File: src/hw/rtl/clns_pkg.sv
// Shared types, codes and the init command table for the LCD nibble sequencer.
package clns_pkg;

	localparam int unsigned HoldW = 16;
	localparam int unsigned NumInitCmds = 9;
	localparam int unsigned CmdIdxW = $clog2(NumInitCmds);

	typedef logic [1:0] op_t;
	localparam op_t OP_INIT  = 2'd0;
	localparam op_t OP_CMD   = 2'd1;
	localparam op_t OP_DATA  = 2'd2;
	localparam op_t OP_CLEAR = 2'd3;

	typedef logic [2:0] reg_idx_t;
	localparam reg_idx_t REG_ENABLE_HOLD = 3'd0;
	localparam reg_idx_t REG_COMMAND_GAP = 3'd1;
	localparam reg_idx_t REG_RESET_GAP   = 3'd2;
	localparam reg_idx_t REG_POWER_UP    = 3'd3;
	localparam reg_idx_t REG_CLEAR_WAIT  = 3'd4;

	localparam logic [7:0] CLEAR_CMD = 8'h01;

	typedef struct packed {
		logic [HoldW-1:0] enable_hold_us;
		logic [HoldW-1:0] command_gap_us;
		logic [HoldW-1:0] reset_gap_us;
		logic [HoldW-1:0] power_up_wait_us;
		logic [HoldW-1:0] clear_wait_us;
	} cfg_t;

	function automatic logic [7:0] init_cmd(input logic [CmdIdxW-1:0] idx);
		logic [7:0] c;
		unique case (idx)
			4'd0: c = 8'h30;
			4'd1: c = 8'h30;
			4'd2: c = 8'h30;
			4'd3: c = 8'h20;
			4'd4: c = 8'h28;
			4'd5: c = 8'h08;
			4'd6: c = 8'h01;
			4'd7: c = 8'h06;
			default: c = 8'h0c;
		endcase
		return c;
	endfunction

endpackage

File: src/hw/rtl/clns_if.sv
// Valid/ready channel interfaces: operation input, phase output, register writes.
interface clns_op_if;
	logic       valid;
	logic       ready;
	logic [1:0] op;
	logic [7:0] value;
	modport source (output valid, output op, output value, input ready);
	modport sink (input valid, input op, input value, output ready);
endinterface

interface clns_phase_if;
	logic        valid;
	logic        ready;
	logic        reg_select;
	logic        enable;
	logic [3:0]  nibble;
	logic [15:0] hold_us;
	logic        last;
	modport source (output valid, output reg_select, output enable, output nibble,
		output hold_us, output last, input ready);
	modport sink (input valid, input reg_select, input enable, input nibble,
		input hold_us, input last, output ready);
endinterface

interface clns_cfg_if;
	logic        valid;
	logic        ready;
	logic [2:0]  index;
	logic [15:0] data;
	modport source (output valid, output index, output data, input ready);
	modport sink (input valid, input index, input data, output ready);
endinterface

File: src/hw/rtl/char_lcd_nibble_sequencer_unit.sv
// Top level: character LCD 4-bit nibble sequencer.
// One phase leaves the sequencer per cycle while the phase channel takes them.
// Command and data bytes send each nibble with enable high, then low; clear and
// each init command but the last add a gap phase, and initialization opens with a
// power-up wait. A new operation is taken once the last phase has been generated.
// Reset clears the sequencer and loads the timing registers with defaults.
module char_lcd_nibble_sequencer_unit
	import clns_pkg::*;
(
	input logic          clk,
	input logic          arst_n,
	clns_op_if.sink      cmd,
	clns_phase_if.source phase,
	clns_cfg_if.sink     cfg
);

	cfg_t regs;

	clns_cfg_regs u_regs (
		.clk    (clk),
		.arst_n (arst_n),
		.cfg    (cfg),
		.regs   (regs)
	);

	clns_seq u_seq (
		.clk    (clk),
		.arst_n (arst_n),
		.regs   (regs),
		.cmd    (cmd),
		.phase  (phase)
	);

`ifndef SYNTHESIS
	a_busy_while_phase: assert property (@(posedge clk) disable iff (!arst_n)
		phase.valid && !phase.last |-> !cmd.ready)
		else $error("operation taken while phases remain");
	a_busy_after_take: assert property (@(posedge clk) disable iff (!arst_n)
		cmd.valid && cmd.ready |=> !cmd.ready)
		else $error("sequencer idle right after operation transfer");
	a_last_not_strobe: assert property (@(posedge clk) disable iff (!arst_n)
		phase.valid && phase.enable |-> !phase.last)
		else $error("last phase with enable high");
`endif

endmodule

File: src/hw/rtl/clns_cfg_regs.sv
// Timing register file written through the configuration channel.
module clns_cfg_regs
	import clns_pkg::*;
(
	input  logic       clk,
	input  logic       arst_n,
	clns_cfg_if.sink   cfg,
	output cfg_t       regs
);

	cfg_t regs_q;

	assign cfg.ready = 1'b1;
	assign regs = regs_q;

	always_ff @(posedge clk or negedge arst_n) begin
		if (!arst_n) begin
			regs_q.enable_hold_us   <= 16'd30;
			regs_q.command_gap_us   <= 16'd200;
			regs_q.reset_gap_us     <= 16'd5000;
			regs_q.power_up_wait_us <= 16'd45000;
			regs_q.clear_wait_us    <= 16'd2000;
		end else if (cfg.valid && cfg.ready) begin
			unique case (cfg.index)
				REG_ENABLE_HOLD: regs_q.enable_hold_us   <= cfg.data;
				REG_COMMAND_GAP: regs_q.command_gap_us   <= cfg.data;
				REG_RESET_GAP:   regs_q.reset_gap_us     <= cfg.data;
				REG_POWER_UP:    regs_q.power_up_wait_us <= cfg.data;
				REG_CLEAR_WAIT:  regs_q.clear_wait_us    <= cfg.data;
				default: ;
			endcase
		end
	end

endmodule

File: src/hw/rtl/clns_seq.sv
// Phase sequencer: steps command index and phase counter, one phase per transfer.
module clns_seq
	import clns_pkg::*;
(
	input  logic         clk,
	input  logic         arst_n,
	input  cfg_t         regs,
	clns_op_if.sink      cmd,
	clns_phase_if.source phase
);

	localparam logic [2:0] PH_HI_EN = 3'd0;
	localparam logic [2:0] PH_LO_DIS = 3'd3;
	localparam logic [2:0] PH_GAP = 3'd4;

	logic               busy_q;
	logic               pu_q;
	op_t                op_q;
	logic [7:0]         val_q;
	logic [CmdIdxW-1:0] cmd_idx_q;
	logic [2:0]         ph_q;

	logic        out_vld_q;
	logic        rs_q;
	logic        en_q;
	logic [3:0]  nib_q;
	logic [15:0] hold_q;
	logic        last_q;

	logic        fire;
	logic [7:0]  byte_sel;
	logic        nx_rs;
	logic        nx_en;
	logic [3:0]  nx_nib;
	logic [15:0] nx_hold;
	logic        nx_last;

	assign cmd.ready        = !busy_q;
	assign phase.valid      = out_vld_q;
	assign phase.reg_select = rs_q;
	assign phase.enable     = en_q;
	assign phase.nibble     = nib_q;
	assign phase.hold_us    = hold_q;
	assign phase.last       = last_q;

	assign fire = busy_q && (!out_vld_q || phase.ready);

	always_comb begin
		priority if (op_q == OP_INIT) byte_sel = init_cmd(cmd_idx_q);
		else if (op_q == OP_CLEAR) byte_sel = CLEAR_CMD;
		else byte_sel = val_q;

		nx_rs   = (op_q == OP_DATA);
		nx_en   = !ph_q[0];
		nx_nib  = ph_q[1] ? byte_sel[3:0] : byte_sel[7:4];
		nx_hold = regs.enable_hold_us;
		nx_last = 1'b0;
		priority if (pu_q) begin
			nx_rs   = 1'b0;
			nx_en   = 1'b0;
			nx_nib  = 4'd0;
			nx_hold = regs.power_up_wait_us;
		end else if (ph_q == PH_GAP) begin
			nx_rs   = 1'b0;
			nx_en   = 1'b0;
			nx_nib  = byte_sel[3:0];
			if (op_q == OP_CLEAR) begin
				nx_hold = regs.clear_wait_us;
				nx_last = 1'b1;
			end else if (cmd_idx_q == '0) begin
				nx_hold = regs.reset_gap_us;
			end else begin
				nx_hold = regs.command_gap_us;
			end
		end else if (ph_q == PH_LO_DIS) begin
			if (op_q == OP_INIT)
				nx_last = (cmd_idx_q == CmdIdxW'(NumInitCmds - 1));
			else
				nx_last = (op_q != OP_CLEAR);
		end
	end

	always_ff @(posedge clk or negedge arst_n) begin
		if (!arst_n) begin
			busy_q    <= 1'b0;
			pu_q      <= 1'b0;
			out_vld_q <= 1'b0;
			cmd_idx_q <= '0;
			ph_q      <= PH_HI_EN;
		end else begin
			if (fire)
				out_vld_q <= 1'b1;
			else if (phase.valid && phase.ready)
				out_vld_q <= 1'b0;
			if (cmd.valid && cmd.ready) begin
				busy_q    <= 1'b1;
				pu_q      <= (cmd.op == OP_INIT);
				cmd_idx_q <= '0;
				ph_q      <= PH_HI_EN;
			end else if (fire) begin
				if (nx_last) begin
					busy_q <= 1'b0;
				end else if (pu_q) begin
					pu_q <= 1'b0;
				end else if (ph_q == PH_GAP) begin
					ph_q      <= PH_HI_EN;
					cmd_idx_q <= cmd_idx_q + 1'b1;
				end else if (ph_q == PH_LO_DIS) begin
					ph_q <= PH_GAP;
				end else begin
					ph_q <= ph_q + 1'b1;
				end
			end
		end
	end

	always_ff @(posedge clk) begin
		if (cmd.valid && cmd.ready) begin
			op_q  <= cmd.op;
			val_q <= cmd.value;
		end
		if (fire) begin
			rs_q   <= nx_rs;
			en_q   <= nx_en;
			nib_q  <= nx_nib;
			hold_q <= nx_hold;
			last_q <= nx_last;
		end
	end

endmodule
File: src/flat_wrapper.sv
// flat-port wrapper written by rule: the top's interface ports become plain ports
module char_lcd_nibble_sequencer_unit_flat import clns_pkg::*;
  (clk, arst_n, cmd_valid, cmd_op, cmd_value, cmd_ready, phase_valid, phase_reg_select, phase_enable, phase_nibble, phase_hold_us, phase_last, phase_ready, cfg_valid, cfg_index, cfg_data, cfg_ready);
  clns_op_if cmd_i ();
  clns_phase_if phase_i ();
  clns_cfg_if cfg_i ();
  input logic clk;
  input logic arst_n;
  input wire logic [$bits(cmd_i.valid)-1:0] cmd_valid;
  input wire logic [$bits(cmd_i.op)-1:0] cmd_op;
  input wire logic [$bits(cmd_i.value)-1:0] cmd_value;
  output wire logic [$bits(cmd_i.ready)-1:0] cmd_ready;
  output wire logic [$bits(phase_i.valid)-1:0] phase_valid;
  output wire logic [$bits(phase_i.reg_select)-1:0] phase_reg_select;
  output wire logic [$bits(phase_i.enable)-1:0] phase_enable;
  output wire logic [$bits(phase_i.nibble)-1:0] phase_nibble;
  output wire logic [$bits(phase_i.hold_us)-1:0] phase_hold_us;
  output wire logic [$bits(phase_i.last)-1:0] phase_last;
  input wire logic [$bits(phase_i.ready)-1:0] phase_ready;
  input wire logic [$bits(cfg_i.valid)-1:0] cfg_valid;
  input wire logic [$bits(cfg_i.index)-1:0] cfg_index;
  input wire logic [$bits(cfg_i.data)-1:0] cfg_data;
  output wire logic [$bits(cfg_i.ready)-1:0] cfg_ready;
  assign cmd_i.valid = cmd_valid;
  assign cmd_i.op = cmd_op;
  assign cmd_i.value = cmd_value;
  assign cmd_ready = cmd_i.ready;
  assign phase_valid = phase_i.valid;
  assign phase_reg_select = phase_i.reg_select;
  assign phase_enable = phase_i.enable;
  assign phase_nibble = phase_i.nibble;
  assign phase_hold_us = phase_i.hold_us;
  assign phase_last = phase_i.last;
  assign phase_i.ready = phase_ready;
  assign cfg_i.valid = cfg_valid;
  assign cfg_i.index = cfg_index;
  assign cfg_i.data = cfg_data;
  assign cfg_ready = cfg_i.ready;
  char_lcd_nibble_sequencer_unit u_core (.clk(clk), .arst_n(arst_n), .cmd(cmd_i), .phase(phase_i), .cfg(cfg_i));
endmodule
File: config.mk
export PLATFORM = sky130hd
export DESIGN_NAME = char_lcd_nibble_sequencer_unit_flat
export DESIGN_NICKNAME = d
export VERILOG_FILES = /design/src/hw/rtl/clns_pkg.sv /design/src/hw/rtl/clns_if.sv /design/src/hw/rtl/char_lcd_nibble_sequencer_unit.sv /design/src/hw/rtl/clns_cfg_regs.sv /design/src/hw/rtl/clns_seq.sv /design/src/flat_wrapper.sv
export SDC_FILE = /design/constraint.sdc
export NUM_CORES = 1
export LEC_CHECK = 0
export BUFFER_PORTS_ARGS = -buffer_cell sky130_fd_sc_hd__buf_2
export CAP_MARGIN = 20
export CORE_MARGIN = 5
export CORE_UTILIZATION = 45
export DETAILED_ROUTE_END_ITERATION = 8
export PLACE_DENSITY = 0.6
export SLEW_MARGIN = 20
export SYNTH_ARGS = -nofsm -noshare
export SYNTH_HDL_FRONTEND = slang
export SYNTH_SLANG_ARGS = --single-unit
File: constraint.sdc
create_clock -name clk -period 6.4 [get_ports clk]
set_input_delay 0.96 -clock clk [delete_from_list [all_inputs] [get_ports clk]]
set_output_delay 0.96 -clock clk [all_outputs]
set_load 0.02 [all_outputs]
### Yosys cells after proc, flatten, opt, wreduce, memory -nomap -nowiden

Memory sizes are Yosys's and may differ from the RTL's.
Cells that the tools add are included.
W data, S select, Z words.

| cells by class | value |
|---|---|
| add/sub/neg operators | 2 |
| multiply operators | 0 |
| divide/modulo/power cells | 0 |
| magnitude comparators | 0 |
| equal/unequal tests | 12 |
| shifts and indexed selects | 0 |
| multiplexer cells | 33 |
| bitwise logic cells | 0 |
| reduce and logical (&&, ||, !) cells | 25 |

Operators by type and width:

| cell | count |
|---|---|
| $mux W16 | 4 |
| $mux W4 | 7 |
| $mux W8 | 3 |
| $mux W3 | 6 |
| $reduce_and A2 Y1 | 7 |
| $mux W1 | 13 |
| $eq A3 B2 Y1 const B | 3 |
| $reduce_bool A2 Y1 | 4 |
| $eq A3 B3 Y1 const B | 2 |
| $add A4 B1 Y4 const B | 1 |
| $eq A2 B2 Y1 const B | 2 |
| $eq A4 B4 Y1 const B | 1 |
| $logic_not A2 Y1 | 2 |
| $logic_not A4 Y1 | 1 |
| $ne A2 B1 Y1 const B | 2 |
| $reduce_and A4 Y1 | 1 |
| $add A3 B1 Y3 const B | 1 |
| $eq A3 B1 Y1 const B | 1 |
| $logic_and A1 B1 Y1 | 3 |
| $logic_not A1 Y1 | 3 |
| $logic_not A3 Y1 | 1 |
| $reduce_and A3 Y1 | 1 |
| $ne A2 B2 Y1 const B | 1 |
| $reduce_or A2 Y1 | 1 |
| $logic_or A1 B1 Y1 | 1 |

| storage, ports and cells | value |
|---|---|
| register bits | 123 |
| bits in latches | 0 |
| memory bits (writable) | 0 |
| ROM bits | 48 |
| bits of input ports | 34 |
| output and inout bits | 26 |
| word-level logic and storage cells | 90 |
| memories kept | 1 |

Memory list:

| name | depth | width | read ports | clocked after memory_dff | wr ports | RTL line | text |
|---|---|---|---|---|---|---|---|
| (no name shown) | 8 | 6 | 1 | 0 | 0 | clns_pkg.sv:33 | `unique case (idx)` |

### Logic depth before layout (Yosys ltp)

| logic depth | value |
|---|---|
| word-level depth | 8 |
| depth in mapped cells | 9 |
| mapped depth without buffers | 6 |

### Modules after synthesis

A second synthesis with hierarchy kept.

| second synthesis, totals | value |
|---|---|
| cell total of the unflattened synthesis | 461 |
| area, all modules | 5693.0 um^2 |

By module, submodules not included:

| module | instances | cells an instance | area an instance (um^2) | sequential area each (um^2) |
|---|---|---|---|---|
| clns_cfg_regs | 1 | 175 | 3095.5 | 2035.7 |
| clns_seq | 1 | 286 | 2597.5 | 1241.2 |

### Worst setup path after synthesis

OpenSTA, ideal clock, no wires.

| path | value |
|---|---|
| path type | input -> register |
| from | input cfg_valid |
| to | register u_core.u_regs.regs_q, in the netlist u_core.u_regs.regs[69] |
| library setup time | 0.125 ns |
| data arrival time | 2.112 ns |
| required time | 6.275 ns |
| path slack | 4.163 ns |
| cell stages on the path | 4 |
| path buffers | 1 |
| path through | nor2b_1 -> nor3b_2 -> buf_4 -> mux2_2 |

| between the ends | value |
|---|---|
| longest elaborated chain between the ends | 1 |

RTL lines:

| element | RTL line | text |
|---|---|---|
| start: declaration | flat_wrapper.sv:20 | `input wire logic [$bits(cfg_i.valid)-1:0] cfg_valid;` |
| $reduce_and A2 Y1 (no source line) | - |  |
| end: declaration | clns_cfg_regs.sv:11 | `cfg_t regs_q;` |

Every way passes these cells.
A chain may end at the register's enable or synchronous reset.

### Final worst setup path

| path | value |
|---|---|
| from | register u_core.u_seq.ph_q[0] |
| to | register u_core.u_seq.cmd_idx_q[3] |

| between the ends | value |
|---|---|
| longest elaborated chain between the ends | 6 |
| elaborated cells on any way between the ends | 8 |
| classes of those cells | eq/ne: 3; mux: 3; reduce/logical: 2 |

RTL lines:

| element | RTL line | text |
|---|---|---|
| start: declaration | clns_seq.sv:21 | `logic [2:0] ph_q;` |
| start signal: assignment | clns_seq.sv:111 | `ph_q <= ph_q + 1'b1;` |
| $eq A3 B2 Y1 | clns_seq.sv:75 | `end else if (ph_q == PH_LO_DIS) begin` |
| $mux W1 | clns_seq.sv:75 |  |
| $mux W1 | clns_seq.sv:63 | `end else if (ph_q == PH_GAP) begin` |
| $mux W1 | clns_seq.sv:58 | `priority if (pu_q) begin` |
| $ne A2 B1 Y1 (no source line) | - |  |
| $reduce_and A4 Y1 (no source line) * | - |  |
| end signal: assignment | clns_seq.sv:107 | `cmd_idx_q <= cmd_idx_q + 1'b1;` |
| end: declaration | clns_seq.sv:20 | `logic [CmdIdxW-1:0] cmd_idx_q;` |

Every way passes the cells marked *; elsewhere a longest branch is shown, timed or not.

==> flow_summary_export.csv <==
group,metric,value,unit
status,outcome,"finished, final reports clean",
timing,worst_pin_slew,1020,ps
clock_network,htreeDepth,4,
setup_path,rr_worst_depth,6,
final_layout,fin_nets,537,
detailed_routing,wirelength,12.0,mm
clock_network,cts.repair.resized,0,
timing,hold_viol_final,0,
power_and_ir_drop,p_per_area,448,mW/mm2
hold_path,hold_path.class,"flip-flop to flip-flop",
clock_network,clk-insertion-delay-late,410,ps
detailed_routing,route.met3.wl,476,um
detailed_routing,wl_per_cell,17.8,um
yosys,netlist_area,0.00562,mm2
timing,setup_tns,0,ps
floorplanning,design.core.area,0.0121,mm2
floorplanning,rows,40,
floorplanning,die_w,122,um
setup_path,cp_cell_sequence,"inv_1, ha_1, and3b_1, nand4_1, o211ai_1, o31ai_1",
global_route,grt_max_degree,54,
clock_network,cts_max_path_buffers,2,
clock_network,cts.sinks,123,
detailed_routing,drtIter0Drc,225,
yosys,syn_avg_cell_area,12.8,um2
global_route,track_usage,17.5,%
yosys,ys_warn_count,0,
timing,finalCritPeriodShare,36.9,%
hold_path,hold_depth,1,
clock_network,path_clk_slew,50,ps
global_route,grt_pass1_wl,19.8,mm
yosys,syn_nets,480,
yosys,synth_top_area_share,28.0,%
setup_path,crit_arrival,2640,ps
power_and_ir_drop,peakVddDrop,0.189,mV
setup_path,end_kind,"flip-flop",
floorplanning,die_area,0.0148,mm2
detailed_routing,highest_layer,"met4",
timing,slew_viol_final,0,
setup_path,critical_path_class,"flip-flop to flip-flop",
place,dp.cells,643,
detailed_routing,first_pass_iters,4,
place,place_hpwl,7.40,mm
floorplanning,initial_core_util,46.4,%
place,place.gp.congestion,0.789,
setup_path,slowest_delay,700,ps
setup_path,start_kind,"flip-flop",
floorplanning,design.portCount,60,
clock_network,cts_setup_buffers,0,
final_layout,layout-area-overhead-vs-synth,18.2,%
setup_path,critical_path_peak_fanout,17,
timing,clock_skew,6.27,ps
yosys,ys_seq_area_share,58.3,%
power_and_ir_drop,p_leak,2.86,nW
clock_network,cts_root_buffer,"clkbuf_16",
final_layout,diodes,0,
flow_run,cap_violations,0,
timing,fin_crit,2360,ps
detailed_routing,via_per_inst,5.26,
detailed_routing,drc,0,
timing,rsz0062_at_grt,"false",
detailed_routing,antenna_left,0,
global_route,antenna_found_initial,0,
global_route,grt_pass1_vias,3820,
yosys,ys_types,51,
yosys,synth.ff_latch_count,123,
yosys,synthCells,438,
clock_network,cts_made_buffers,17,
yosys,yosysTopAreaCell,"dfrtp_1",
global_route,overflow,0,
clock_network,cts_tree,"built",
place,port_buffers,58,
yosys,yosys-top-cells-area,"dfrtp_1 28%, edfxtp_1 18%, mux2_2 16%",
clock_network,hold_buffers,0,
timing,slew_headroom,32.2,%
setup_path,crit_required,6680,ps
timing,setup_viol,0,
timing,fmax,423,MHz
setup_path,slowest_stage,"and3b_1",
detailed_routing,route.vias.total,3553,
detailed_routing,wl_met2,5.81,mm
floorplanning,die_h,122,um
final_layout,drive_gt1_share,40.9,%
detailed_routing,met1Wirelength,5.60,mm
final_layout,fin_cells,676,
[worst max-delay path: cells and delay by family, from the launching register on]
family | cells | cell delay (ps)
fa+ha+maj | 1 | 190
flops | 1 | 400
simple gates | 2 | 1140
compound gates | 2 | 380
buf+inv | 1 | 110
[flip-flops by register name, indices dropped and copies added, names as in the netlist]
signal / cells
u_core.u_seq.val_q: 8
u_core.u_seq.phase.valid: 1
u_core.u_seq.cmd_idx_q: 4
u_core.u_seq.ph_q: 3
u_core.u_seq.phase.last: 1
u_core.u_seq.op_q: 2
u_core.u_regs.regs: 80
u_core.u_seq.phase.hold_us: 16
u_core.u_seq.pu_q: 1
u_core.u_seq.phase.nibble: 4
u_core.u_seq.phase.reg_select: 1
u_core.u_seq.busy_q: 1
u_core.u_seq.phase.enable: 1
[area by class of cell]
type | instances | area [um2]
fill | 1066 | 5470
sequential | 123 | 3280
multi-input combinational | 263 | 2090
clock buffer | 27 | 536
timing repair buffer | 64 | 358
tap | 168 | 210
inverter | 26 | 97.6
clock inverter | 5 | 76.3
[cell usage after synthesis, drive strengths merged]
| library cell | n |
|---|---|
| nand3b | 1 |
| nor3 | 3 |
| a2bb2oi | 33 |
| xnor2 | 1 |
| nor4 | 1 |
| or2 | 1 |
| nand3 | 3 |
| a211oi | 3 |
| o31ai | 2 |
| clkbuf | 5 |
| conb | 1 |
| a32o | 1 |
| nor2 | 13 |
| nand2b | 2 |
| buf | 21 |
| nor2b | 2 |
| or3b | 1 |
| nand4 | 1 |
| edfxtp | 33 |
| o211ai | 1 |
| dfrtp | 63 |
| o32a | 1 |
| mux2i | 3 |
| ha | 8 |
| and2 | 2 |
| a21oi | 17 |
| a22o | 2 |
| inv | 25 |
| a41o | 1 |
| o21ai | 2 |
| a2111oi | 4 |
| mux2 | 81 |
| dfstp | 27 |
| o22ai | 1 |
| a2111o | 1 |
| clkinv | 1 |
| or2b | 1 |
| and3b | 2 |
| a21boi | 1 |
| nor3b | 3 |
| a221oi | 2 |
| nand2 | 60 |
| a21o | 1 |
[routing by layer]
metal,global-route usage [%],vias to the layer above
li1,-,1683
met1,22.6,1787
met2,28.4,69
met3,4.55,14
met4,6.79,0
met5,0,-
[worst paths after layout]
path                                        start  slack (ps)                        end
max reg2reg                  u_core.u_seq.ph_q[0]        4040  u_core.u_seq.cmd_idx_q[3]
max in group asynchronous                  arst_n        4820     u_core.u_regs.regs[61]
min                        u_core.u_regs.regs[70]         500     u_core.u_regs.regs[70]
min in group asynchronous                  arst_n         510     u_core.u_regs.regs[18]
min reg2reg                u_core.u_regs.regs[70]         500     u_core.u_regs.regs[70]
max                          u_core.u_seq.ph_q[0]        4040  u_core.u_seq.cmd_idx_q[3]
[layout by cell type, fill, tap and decap left out, types with 8 or more instances in the layout]
cell       Yosys  final
clkbuf_16      0     19
nor2_1        12     12
a21oi_1       17     17
ha_1           8      8
a2bb2oi_1     33     33
dfstp_2       27     27
inv_1         25     24
edfxtp_1      33     33
dfrtp_1       63     63
buf_2         13     57
nand2_1       60     60
mux2_2        81     81
[power by group]
group,switching (mW),internal [mW]
Clock,0.324,0.650
Combinational,0.472,0.359
Sequential,0.102,1.07
Total,0.898,2.08
[per-stage QoR]
step	total power, mW	setup slack [ps]	hold slack, ps	area (um2)	util [%]
after floorplan	1.79	4160	479	5620	-
after global placement	2.00	3740	488	6010	49.6
after detailed placement	2.02	3710	494	6010	49.6
after CTS	3.01	4010	507	6620	54.6
after global routing	3.15	3770	516	6650	54.9
final	2.98	4040	504	6650	54.9
[cell families (layout without fill, tap and decap cells)]
kind of cell | Yosys count | after routing | share of synthesized area (%)
flops | 123 | 123 | 58.3
buf+inv | 52 | 122 | 4.52
fa+ha+maj | 8 | 8 | 1.78
simple gates | 96 | 96 | 8.08
other cells | 1 | 1 | 0.0667
compound gates | 73 | 73 | 10.3
xor+xnor | 1 | 1 | 0.156
mux | 84 | 84 | 16.8
(Power assumes the default switching activity.)
